### src/design/ardp_pkg.sv
// Shared types and constants for the ATA return descriptor parser.
package ardp_pkg;

	// Sense data positions are counted in eight bits
	localparam int unsigned POS_W = 8;
	// Descriptor list offsets wrap at nine bits
	localparam int unsigned OFF_W = 9;
	localparam int unsigned LBA_W = 48;

	// Response code check
	localparam logic [7:0] RESP_CODE_MASK = 8'h7F;
	localparam logic [7:0] RESP_CODE_CUR  = 8'h72;
	localparam logic [7:0] RESP_CODE_DEF  = 8'h73;

	// Descriptor walk
	localparam logic [OFF_W-1:0] FIRST_DESC_OFF = 9'd8;
	localparam logic [7:0]       ATA_DESC_CODE  = 8'h09;
	localparam logic [7:0]       ATA_DESC_MINLEN = 8'h0C;

	// Byte offsets inside the ATA return descriptor
	localparam logic [7:0] OFF_ERROR    = 8'd3;
	localparam logic [7:0] OFF_LBA_HI_C = 8'd6;
	localparam logic [7:0] OFF_LBA_LO   = 8'd7;
	localparam logic [7:0] OFF_LBA_HI_X = 8'd8;
	localparam logic [7:0] OFF_LBA_MID  = 8'd9;
	localparam logic [7:0] OFF_LBA_TOP  = 8'd10;
	localparam logic [7:0] OFF_LBA_HIGH = 8'd11;
	localparam logic [7:0] OFF_STATUS   = 8'd13;

	// One parse result
	typedef struct packed {
		logic             found;
		logic [7:0]       status;
		logic [7:0]       error;
		logic [LBA_W-1:0] lba;
	} result_t;

endpackage

### src/design/ardp_core.sv
// Parser state and per-byte descriptor walk for the ATA return descriptor parser.
module ardp_core #(
	parameter int unsigned MAX_SENSE_BYTES = 32
) (
	input  logic              clk,
	input  logic              arst_n,
	input  logic              step,
	input  logic [7:0]        sense_byte,
	input  logic              final_byte,
	output ardp_pkg::result_t res
);

	localparam logic [ardp_pkg::POS_W-1:0] MaxPos = ardp_pkg::POS_W'(MAX_SENSE_BYTES);

	// Control state
	logic [ardp_pkg::POS_W-1:0] pos_q, pos_d;
	logic [ardp_pkg::OFF_W-1:0] next_off_q, next_off_d;
	logic                       format_ok_q, format_ok_d;
	logic                       matching_q, matching_d;
	logic                       done_q, done_d;
	// Captured descriptor fields
	logic [ardp_pkg::POS_W-1:0] desc_start_q, desc_start_d;
	logic [7:0]                 header_q, header_d;
	logic [7:0]                 err_q, err_d;
	logic [7:0]                 stat_q, stat_d;
	logic [ardp_pkg::LBA_W-1:0] lba_q, lba_d;

	logic [7:0]                 desc_off;
	logic [ardp_pkg::OFF_W:0]   len_pos;
	logic [7:0]                 resp_code;

	assign desc_off  = pos_q - desc_start_q;
	assign len_pos   = {1'b0, next_off_q} + {{ardp_pkg::OFF_W{1'b0}}, 1'b1};
	assign resp_code = sense_byte & ardp_pkg::RESP_CODE_MASK;

	// One byte of the walk
	always_comb begin
		pos_d        = pos_q;
		next_off_d   = next_off_q;
		format_ok_d  = format_ok_q;
		matching_d   = matching_q;
		done_d       = done_q;
		desc_start_d = desc_start_q;
		header_d     = header_q;
		err_d        = err_q;
		stat_d       = stat_q;
		lba_d        = lba_q;

		if (pos_q < MaxPos) begin
			pos_d = pos_q + 1'b1;
			if (pos_q == '0) begin
				format_ok_d = (resp_code == ardp_pkg::RESP_CODE_CUR) ||
				              (resp_code == ardp_pkg::RESP_CODE_DEF);
			end else if (format_ok_q && !done_q) begin
				if (matching_q) begin
					case (desc_off)
						ardp_pkg::OFF_ERROR:    err_d         = sense_byte;
						ardp_pkg::OFF_LBA_HI_C: lba_d[31:24]  = sense_byte;
						ardp_pkg::OFF_LBA_LO:   lba_d[7:0]    = sense_byte;
						ardp_pkg::OFF_LBA_HI_X: lba_d[39:32]  = sense_byte;
						ardp_pkg::OFF_LBA_MID:  lba_d[15:8]   = sense_byte;
						ardp_pkg::OFF_LBA_TOP:  lba_d[47:40]  = sense_byte;
						ardp_pkg::OFF_LBA_HIGH: lba_d[23:16]  = sense_byte;
						ardp_pkg::OFF_STATUS: begin
							stat_d     = sense_byte;
							done_d     = 1'b1;
							matching_d = 1'b0;
						end
						default: ;
					endcase
				end else if ({1'b0, pos_q} == next_off_q) begin
					// descriptor code byte
					desc_start_d = pos_q;
					header_d     = sense_byte;
				end else if ({2'b00, pos_q} == len_pos) begin
					// descriptor length byte: match or skip
					if (header_q == ardp_pkg::ATA_DESC_CODE &&
					    sense_byte >= ardp_pkg::ATA_DESC_MINLEN) begin
						matching_d = 1'b1;
						err_d      = '0;
						stat_d     = '0;
						lba_d      = '0;
					end else begin
						next_off_d = next_off_q + {1'b0, sense_byte} + ardp_pkg::OFF_W'(2);
					end
				end
			end
		end
	end

	// Result reflects the state after this byte; fields read zero without a match
	always_comb begin
		res.found  = done_d;
		res.status = done_d ? stat_d : '0;
		res.error  = done_d ? err_d : '0;
		res.lba    = done_d ? lba_d : '0;
	end

	// Control registers, cleared at the end of each buffer
	always_ff @(posedge clk or negedge arst_n) begin
		if (!arst_n) begin
			pos_q       <= '0;
			next_off_q  <= ardp_pkg::FIRST_DESC_OFF;
			format_ok_q <= 1'b0;
			matching_q  <= 1'b0;
			done_q      <= 1'b0;
		end else if (step) begin
			if (final_byte) begin
				pos_q       <= '0;
				next_off_q  <= ardp_pkg::FIRST_DESC_OFF;
				format_ok_q <= 1'b0;
				matching_q  <= 1'b0;
				done_q      <= 1'b0;
			end else begin
				pos_q       <= pos_d;
				next_off_q  <= next_off_d;
				format_ok_q <= format_ok_d;
				matching_q  <= matching_d;
				done_q      <= done_d;
			end
		end
	end

	// Captured fields; only read once the walk has set them
	always_ff @(posedge clk) begin
		if (step) begin
			desc_start_q <= desc_start_d;
			header_q     <= header_d;
			err_q        <= err_d;
			stat_q       <= stat_d;
			lba_q        <= lba_d;
		end
	end

endmodule

### src/design/ata_return_descriptor_parser_unit.sv
// Top level of the ATA return descriptor parser: input stage, parser and result register.
//
//  channel | signals                               | transaction
//  --------+---------------------------------------+------------------------------
//  in      | in_valid, in_stall, sense_byte,       | one sense byte, final flag
//          | final_byte                            | marks the buffer's last byte
//  out     | out_valid, out_stall, found,          | one parse result per buffer
//          | dev_status, dev_error, lba            |
//
// One byte per cycle unless stalled; a byte is parsed as it leaves the input stage.
// The result is registered as the final byte leaves the input stage.
// arst_n clears the input stage, the result register and the parser's walk state.
// out_stall stalls the input only while a final byte waits behind a held result.
module ata_return_descriptor_parser_unit #(
	parameter int unsigned MAX_SENSE_BYTES = 32
) (
	input  logic        clk,
	input  logic        arst_n,
	input  logic        in_valid,
	output logic        in_stall,
	input  logic [7:0]  sense_byte,
	input  logic        final_byte,
	output logic        out_valid,
	input  logic        out_stall,
	output logic        found,
	output logic [7:0]  dev_status,
	output logic [7:0]  dev_error,
	output logic [47:0] lba
);

	logic              valid_s1;
	logic [7:0]        byte_s1;
	logic              final_s1;
	logic              out_free;
	logic              adv_s1;
	logic              in_take;
	ardp_pkg::result_t res;
	ardp_pkg::result_t res_q;
	logic              out_valid_q;

	// Handshake: a non-final byte always moves on, a final one needs the result slot
	assign out_free = !out_valid_q || !out_stall;
	assign adv_s1   = valid_s1 && (!final_s1 || out_free);
	assign in_stall = valid_s1 && !adv_s1;
	assign in_take  = in_valid && !in_stall;

	// Input stage
	always_ff @(posedge clk or negedge arst_n) begin
		if (!arst_n) begin
			valid_s1 <= 1'b0;
		end else if (in_take) begin
			valid_s1 <= 1'b1;
		end else if (adv_s1) begin
			valid_s1 <= 1'b0;
		end
	end

	always_ff @(posedge clk) begin
		if (in_take) begin
			byte_s1  <= sense_byte;
			final_s1 <= final_byte;
		end
	end

	ardp_core #(
		.MAX_SENSE_BYTES(MAX_SENSE_BYTES)
	) u_core (
		.clk       (clk),
		.arst_n    (arst_n),
		.step      (adv_s1),
		.sense_byte(byte_s1),
		.final_byte(final_s1),
		.res       (res)
	);

	// Result register
	always_ff @(posedge clk or negedge arst_n) begin
		if (!arst_n) begin
			out_valid_q <= 1'b0;
		end else if (adv_s1 && final_s1) begin
			out_valid_q <= 1'b1;
		end else if (!out_stall) begin
			out_valid_q <= 1'b0;
		end
	end

	always_ff @(posedge clk) begin
		if (adv_s1 && final_s1) begin
			res_q <= res;
		end
	end

	assign out_valid  = out_valid_q;
	assign found      = res_q.found;
	assign dev_status = res_q.status;
	assign dev_error  = res_q.error;
	assign lba        = res_q.lba;

	// Fields read zero on a result without a match
	a_zero_when_missing: assert property (@(posedge clk) disable iff (!arst_n)
		out_valid_q && !res_q.found |-> res_q.status == '0 && res_q.error == '0 &&
		res_q.lba == '0)
		else $error("result fields nonzero without a match");

	// Input only stalls behind a final byte blocked by a held result
	a_stall_cause: assert property (@(posedge clk) disable iff (!arst_n)
		in_stall |-> valid_s1 && final_s1 && out_valid_q && out_stall)
		else $error("input stalled without a blocked final byte");

	// A new result only follows a final byte leaving the input stage
	a_result_source: assert property (@(posedge clk) disable iff (!arst_n)
		$rose(out_valid_q) |-> $past(adv_s1 && final_s1))
		else $error("result raised without a final byte");

	// A held result is not overwritten
	a_result_hold: assert property (@(posedge clk) disable iff (!arst_n)
		out_valid_q && out_stall |=> $stable(res_q))
		else $error("held result changed");

endmodule

### config.mk
export PLATFORM = sky130hd
export DESIGN_NAME = ata_return_descriptor_parser_unit
export DESIGN_NICKNAME = d
export VERILOG_FILES = /design/src/design/ardp_pkg.sv /design/src/design/ardp_core.sv /design/src/design/ata_return_descriptor_parser_unit.sv
export SDC_FILE = /design/constraint.sdc
export NUM_CORES = 1
export LEC_CHECK = 0
export BUFFER_PORTS_ARGS = -buffer_cell sky130_fd_sc_hd__buf_2
export CAP_MARGIN = 20
export CELL_PAD_IN_SITES_DETAIL_PLACEMENT = 1
export CELL_PAD_IN_SITES_GLOBAL_PLACEMENT = 2
export CORE_MARGIN = 2
export CORE_UTILIZATION = 42
export CTS_CLUSTER_DIAMETER = 30
export DETAILED_ROUTE_END_ITERATION = 16
export GPL_TIMING_DRIVEN = 0
export PLACE_DENSITY_LB_ADDON = 0.12
export SYNTH_ARGS = -nofsm -noshare
export SYNTH_HDL_FRONTEND = slang
export SYNTH_SLANG_ARGS = --single-unit
### constraint.sdc
create_clock -name clk -period 4.41 [get_ports clk]
set_clock_uncertainty 0.1 [all_clocks]
set_input_delay 0 -clock clk [delete_from_list [all_inputs] [get_ports clk]]
set_output_delay 0 -clock clk [all_outputs]
set_load 0.05 [all_outputs]
==> results of run 1 <==
[routing by layer]
layer	GRT usage [%]	share of wire [%]	up-vias
met5	0	0	-
met2	34.7	50	115
li1	-	-	2559
met1	26.2	46	2784
met4	5.77	1.3	0
met3	4.01	3.2	24
[area by class of cell]
| cell class | count | area share [%] |
|---|---|---|
| Inverter | 21 | 0.801 |
| Buffer | 34 | 1.82 |
| Tap cell | 265 | 3.37 |
| Multi-Input combinational cell | 379 | 29.3 |
| Timing Repair Buffer | 98 | 6.18 |
| Clock buffer | 17 | 4.32 |
| Sequential cell | 176 | 52.6 |
| Clock inverter | 15 | 1.68 |
[critical path, stage by stage, from the launching register on]
cell and delay (ps):
dfrtp_1 470, inv_1 160, ha_1 160, inv_1 50, fa_1 460, xnor2_1 800, nand3b_1 370, nor2_1 180
nand4_1 120, a21o_1 310, a22o_1 280
[synth_stat cells (3+ instances only)]
library cell and instances:
nor3_1 8, o22ai_1 4, nand3b_1 4, nor4_1 8, nand4_1 14, edfxtp_1 154
dfrtp_1 21, a22o_2 8, mux2i_1 5, buf_2 7, o41ai_1 3, inv_1 21
a21o_1 10, ha_1 26, nor3_2 6, xnor2_1 11, a22o_1 64, nand2_1 26
a2bb2oi_1 3, nand3_1 7, nor4_4 3, o21ai_0 6, and2_1 61, nand2b_1 4
a31oi_1 3, a21oi_1 11, xor2_1 17, buf_1 3, clkbuf_1 17, nor2b_1 3
nor2_1 28, buf_6 4
[kinds of logic after synthesis]
family / Yosys count / synth area share, %
and+or+nand+nor: 188 / 14.0
DFF: 176 / 62.3
xor gates and xnor gates: 28 / 2.95
buffers and inverters: 55 / 3.06
AOI/OAI and AO/OA: 130 / 12.7
adders and majority gates: 28 / 4.40
muxes: 5 / 0.603
[power groups by stage]
stage	logic [mW]	clock network (mW)	registers [mW]
2_1_floorplan	0.462	0	2.11
3_3_place_gp	0.696	0	2.05
3_5_place_dp	0.733	0	2.05
4_1_cts	0.751	1.54	2.01
5_1_grt	0.822	1.59	2.03
6_report	0.746	1.51	2.01
[through the flow]
step | setup WS, ps | area, µm² | std cells | total power, mW
detailed placement | 695 | 9100 | 957 | 2.78
global placement | -191 | 9030 | 954 | 2.74
finish | 717 | 9840 | 1005 | 4.26
CTS | 683 | 9840 | 1004 | 4.30
floorplan | 866 | 8300 | 610 | 2.58
global route | 436 | 9840 | 1005 | 4.44
[sequential cells by signal, summed over array words and instances (netlist names)]
name / flops
dev_status: 8
u_core.done_q: 1
out_valid: 1
u_core.stat_q: 8
u_core.format_ok_q: 1
valid_s1: 1
u_core.err_q: 8
u_core.header_q: 8
final_s1: 1
u_core.lba_q: 48
u_core.desc_start_q: 8
byte_s1: 8
u_core.matching_q: 1
u_core.next_off_q: 9
u_core.pos_q: 8
lba: 48
found: 1
dev_error: 8
[cell usage in the layout, fill, tap and decap left out, drive strengths merged, types with 5 or more instances in the layout]
master       Yosys  layout
dlygate4sd3      0      15
a21oi           11      11
nand4           16      16
nand2           26      26
nor2            28      28
mux2i            5       5
nand3            8       8
inv             21      28
ha              26      26
and2            63      63
o21ai            8       8
clkbuf          18      35
dfrtp           21      21
nor4            12      12
xor2            17      17
buf             16      99
edfxtp         154     154
nor3            15      15
a22o            72      72
clkinv           0       6
a21o            10      10
xnor2           11      11
[final timing paths]
check / startpoint / end / slack [ps] / depth (start not counted)
worst max-delay path: u_core.pos_q[0] / u_core.err_q[2] / 720 / 10
worst min-delay path: sense_byte[0] / byte_s1[0] / 180 / 2
worst max register to register: u_core.pos_q[0] / u_core.err_q[2] / 720 / 10
worst min register to register: u_core.pos_q[7] / u_core.desc_start_q[7] / 350 / 0
max in group asynchronous: arst_n / u_core.pos_q[7] / 2580 / 4
min in group asynchronous: arst_n / u_core.pos_q[0] / 490 / 3
==> reports/qor.yml, run 1 <==
async_flop_share_pct: 12.5
power.switching_mw: 1.33
dr_total_vias: 5482
p_int_mw: 2.94
cts.sinks: 176
numCtsBuffers: 17
postSynthCellCount: 610
ctsHoldBuffers: 15
worstSetupStartpointType: "flop"
cts.htree.levels: 4
diodes: 0
synth_cell_type_count: 64
fp-row-count: 51
finalNetCount: 768
drtIter0Drc: 346
ys_warn_count: 0
syn_to_final_growth_pct: 18.5
power_density_mw_per_mm2: 433
outcome: "completed"
post-cts-setup-buffer-count: 0
io_pins: 80
grtUsageTotal_pct: 20.3
cts_tree: "yes"
root_buffer: "clkbuf_16"
cts.path.max_buffers: 2
syn_avg_cell_area_um2: 13.6
period_share_pct: 83.7
final.fill_count: 1987
yosys-top-cells-area: "edfxtp_1 (56%), a22o_1 (6.8%), dfrtp_1 (6.3%)"
grt_overflow_total: 0
dp_hpwl_um: 13700
layout-drive-gt1-share_pct: 21.6
gp_congestion: 0.807
syn_area_mm2: 0.00830
numPortBuffers: 79
grt_pass1_wl_um: 31900
hp-class: "input port to flop"
p_clk_share_pct: 35.3
wl_per_cell_um: 20.3
antenna_found_initial: 0
clock_latency_ps: 440
syn_nets: 651
tightestPinTransition_ps: 970
worstSetupPathType: "flop to flop"
fmax_mhz: 271
first_global_vias: 5737
slew_headroom_pct: 34.9
combPwrFrac_pct: 17.5
grt_start_max_net_pins: 68
cp-end-kind: "flop"
post_cts_resized: 0
cp.required_ps: 4510
die_h_um: 145
synth_largest_area_cell: "edfxtp_1"
setup_tns_ps: 0
antenna_left: 0
drt_wl_total_um: 20400
fin_hold_ws_ps: 179
p_leak_nw: 3.89
die_area_mm2: 0.0209
vdd_drop_max_mv: 0.283
utilization_pct: 50.6
path_clk_slew_ps: 80
ys_seq_elements: 176
period_needed_ps: 3690
initial_utilization_pct: 42.7
drc_errors: 0
register_area_mm2: 0.00518
rsz0062_at_grt: "no"
p_seq_share_pct: 47.2
multi_input_area_mm2: 0.00288
p_sw_share_pct: 31.1
synth_flop_cell: "edfxtp_1"
viasPerCell: 5.45
final-setup-viol-count: 0
ys_seq_area_share_pct: 62.3
netlist.area_leader.share_pct: 55.7
arrival_ps: 3790
synth_edf_count: 154
hold_viol: 0
slew_viol_final: 0
cap_violations: 0
die_x_um: 145
core_mm2: 0.0195
crit_fanout: 10
dr.pass1.iters: 6
Power figures use the tool's default switching activity.
==> run 2, diff against run 1 <==
--- a/config.mk
+++ b/config.mk
@@ -5,12 +5,13 @@
 export SDC_FILE = /design/constraint.sdc
 export NUM_CORES = 1
 export LEC_CHECK = 0
+export ABC_AREA = 1
 export BUFFER_PORTS_ARGS = -buffer_cell sky130_fd_sc_hd__buf_2
 export CAP_MARGIN = 20
 export CELL_PAD_IN_SITES_DETAIL_PLACEMENT = 1
 export CELL_PAD_IN_SITES_GLOBAL_PLACEMENT = 2
 export CORE_MARGIN = 2
-export CORE_UTILIZATION = 42
+export CORE_UTILIZATION = 38
 export CTS_CLUSTER_DIAMETER = 30
 export DETAILED_ROUTE_END_ITERATION = 16
 export GPL_TIMING_DRIVEN = 0
==> constraint.sdc (replaced) <==
create_clock -name clk -period 3.55 [get_ports clk]
set_clock_uncertainty 0.1 [all_clocks]
set_input_delay 0 -clock clk [delete_from_list [all_inputs] [get_ports clk]]
set_output_delay 0 -clock clk [all_outputs]
set_load 0.05 [all_outputs]
==> run 2 against run 1 <==
Compared with the run above: the flow now finishes with violations (negative hold slack); highest routed layer unchanged; setup slack worse by 520 ps; first-iteration DRC count up 22%; sequential share of layout area down 5.5 points; critical endpoint is now lba[32].
==> reports/qor.yml, run 2 <==
vdd_drop_max_mv: 0.267  # -5.6%
cp-startpoint: "u_core.pos_q[0]"
failed_checks: "negative hold slack"
cp.required_ps: 3690  # -820 ps
die_x_um: 160  # +10%
r2r-end: "lba[32]"
dpl_cell_area_mm2: 0.0101  # +11%
io_pins: 80  # unchanged
period_share_pct: 94.3  # +11 points
first_global_vias: 7624  # +33%
slew_headroom_pct: 43.5  # +8.6 points
drtIter0Drc: 423  # +22%
syn_area_mm2: 0.00922  # +11%
hold_viol: 4  # +4
muxShareOfSynthArea_pct: 0  # -0.60 points
register_area_mm2: 0.00518  # about the same
wl_per_cell_um: 17.4  # -14%
diodes: 0  # unchanged
cts_tree: "yes"
synth_top_family_by_area: "simple AND/OR/NAND/NOR gates"
arrival_ps: 3490  # -300 ps
ys_warn_count: 0  # unchanged
cts.path.max_buffers: 2  # unchanged
cts.sinks: 176  # unchanged
dr.pass1.iters: 4  # -2
cts.htree.levels: 4  # unchanged
cp-end-kind: "flop"
synth_adder_area_share_pct: 3.96  # -0.44 points
power.total_mw: 5.35  # +26%
drc_errors: 0  # unchanged
final.fill_count: 2842  # +43%
dp_hpwl_um: 17200  # +26%
slew_viol_final: 0  # unchanged
fp-row-count: 57  # +12%
root_buffer: "clkbuf_16"
ys_seq_area_share_pct: 56.1  # -6.2 points
netlist.area_leader.share_pct: 50.1  # -5.5 points
grt_start_max_net_pins: 39  # -43%
stdcell_count: 1475  # +47%
worstReg2RegStart: "u_core.pos_q[0]"
cap_violations: 0  # unchanged
synth_flop_cell: "edfxtp_1"
r2r_cells: 12  # +2
syn_to_final_growth_pct: 19.2
utilization_pct: 45.6  # -5.0 points
antenna_left: 0  # unchanged
viasPerCell: 5.07  # -7.0%
fin_hold_ws_ps: -5.69  # -185 ps
tightestPinTransition_ps: 843  # -127 ps
initial_utilization_pct: 38.3  # -4.4 points
synth_most_common_cell: "nand2_1"
die_h_um: 160  # +10%
dr_total_vias: 7479  # +36%
setup_tns_ps: 0  # unchanged
reg2reg_slack_ps: 200  # -520 ps
finalNetCount: 1179  # +54%
endpoint: "lba[32]"
rsz0062_at_grt: "no"
postSynthCellCount: 1017  # +67%
syn_nets: 1058  # +63%
synth-compound-area-share_pct: 5.13  # -7.6 points
final-setup-viol-count: 0  # unchanged
clock_latency_ps: 430  # about the same
grt_pass1_wl_um: 41100  # +29%
numCtsBuffers: 17  # unchanged
synth_common_cells: "nand2_1 (301), edfxtp_1 (154), inv_1 (126)"
drt_wl_total_um: 25700  # +26%
multi_input_area_mm2: 0.00347  # +21%
power_density_mw_per_mm2: 487  # +12%
outcome: "finished with violations"
ys_seq_elements: 176  # unchanged
layout-drive-gt1-share_pct: 15.0  # -6.6 points
grtUsageTotal_pct: 20.5  # +0.20 points
layout_common_cells: "nand2_1 (299), edfxtp_1 (154), inv_1 (124)"
numPlacedInstances: 1424  # +49%
synth_edf_count: 154  # unchanged
syn_avg_cell_area_um2: 9.07  # -33%
hp-class: "input port to asynchronous set/reset pin"
synth-simple-area-share_pct: 26.3  # +12 points
path_clk_slew_ps: 80  # about the same
worstSetupStartpointType: "flop"
fmax_mhz: 299  # +10%
async_flop_share_pct: 12.5  # unchanged
worstSetupPathType: "flop to flop"
yosys-top-cells-area: "edfxtp_1 (50%), nand2_1 (12%), nand3_1 (5.8%)"
crit_fanout: 9  # -1
core_mm2: 0.0241  # +24%
die_area_mm2: 0.0255  # +22%
period_needed_ps: 3350  # -344 ps
p_leak_nw: 4.97  # +28%
numPortBuffers: 79  # unchanged
gp_congestion: 0.792  # -1.8%
synth-xor-area-share_pct: 1.22  # -1.7 points
synth_largest_area_cell: "edfxtp_1"
final_common_cell: "nand2_1"
grt_overflow_total: 0  # unchanged
design_area_mm2: 0.0110  # +12%
antenna_found_initial: 0  # unchanged
synth_cell_type_count: 34  # -47%
run 2: worst min-delay path by stage:
stage	from	end	cells after the start
6_report	arst_n	u_core.next_off_q[5]	2
5_1_grt	arst_n	u_core.next_off_q[5]	2
4_1_cts	arst_n	u_core.next_off_q[5]	2
3_5_place_dp	arst_n	u_core.next_off_q[5]	1
3_3_place_gp	arst_n	u_core.next_off_q[5]	1
2_1_floorplan	arst_n	out_valid	0
run 2: power by group:
group	switching, mW	internal (mW)	leakage, nW
clock network	0.949	0.948	0.290
registers	0.0930	2.39	1.78
logic	0.682	0.291	2.91
total	1.72	3.63	4.97
run 2: layout make-up:
| class | count | area share (%) |
|---|---|---|
| timing repair buffer | 101 | 6.00 |
| tap | 324 | 3.69 |
| clock inverter | 15 | 1.50 |
| clock buffer | 17 | 3.87 |
| timing repair inverter | 1 | 0.0683 |
| inverter | 131 | 4.54 |
| buffer | 35 | 1.68 |
| multi-input combinational | 675 | 31.6 |
| sequential | 176 | 47.1 |
run 2: routing by layer:
| layer | GRT usage [%] | routed length, µm |
|---|---|---|
| met2 | 34.5 | 12200 |
| met5 | 0 | 0 |
| met1 | 28.0 | 12400 |
| met4 | 4.91 | 299 |
| met3 | 3.04 | 733 |
run 2: cell families (layout without fill, tap and decap cells):
logic type      Yosys count  in the layout
compound gates           92             92
xor+xnor                 12             12
fa+ha+maj                28             28
buf+inv                 166            300
flops                   176            176
simple gates            543            543
run 2: repair_timing:
action                                  4_1_cts  5_1_grt
buffers inserted                              2        3
hold endpoints to repair                     43        0
hold buffers                                 13        0
gates resized for setup                       1       18
cloned                                        0        1
pin swaps                                     1        2
endpoints found under the setup margin        2      161
run 2: stage by stage:
step	hold WS, ps	worst slack [ps]
global route	60.9	11.0
floorplan	-396	-11.8
finish	-5.69	201
CTS	10.3	85.5
detailed placement	-60.2	-39.9
global placement	-68.0	-1760
run 2: critical path, stage by stage (launching register included):
cell and delay, ps:
dfrtp_1 430, inv_1 190, ha_1 180, inv_1 50, fa_1 540, xor2_2 240, inv_1 140, nand2_1 240
nor2_4 290, nand3_2 250, nand2_1 120, nand3_1 100, a21oi_1 270
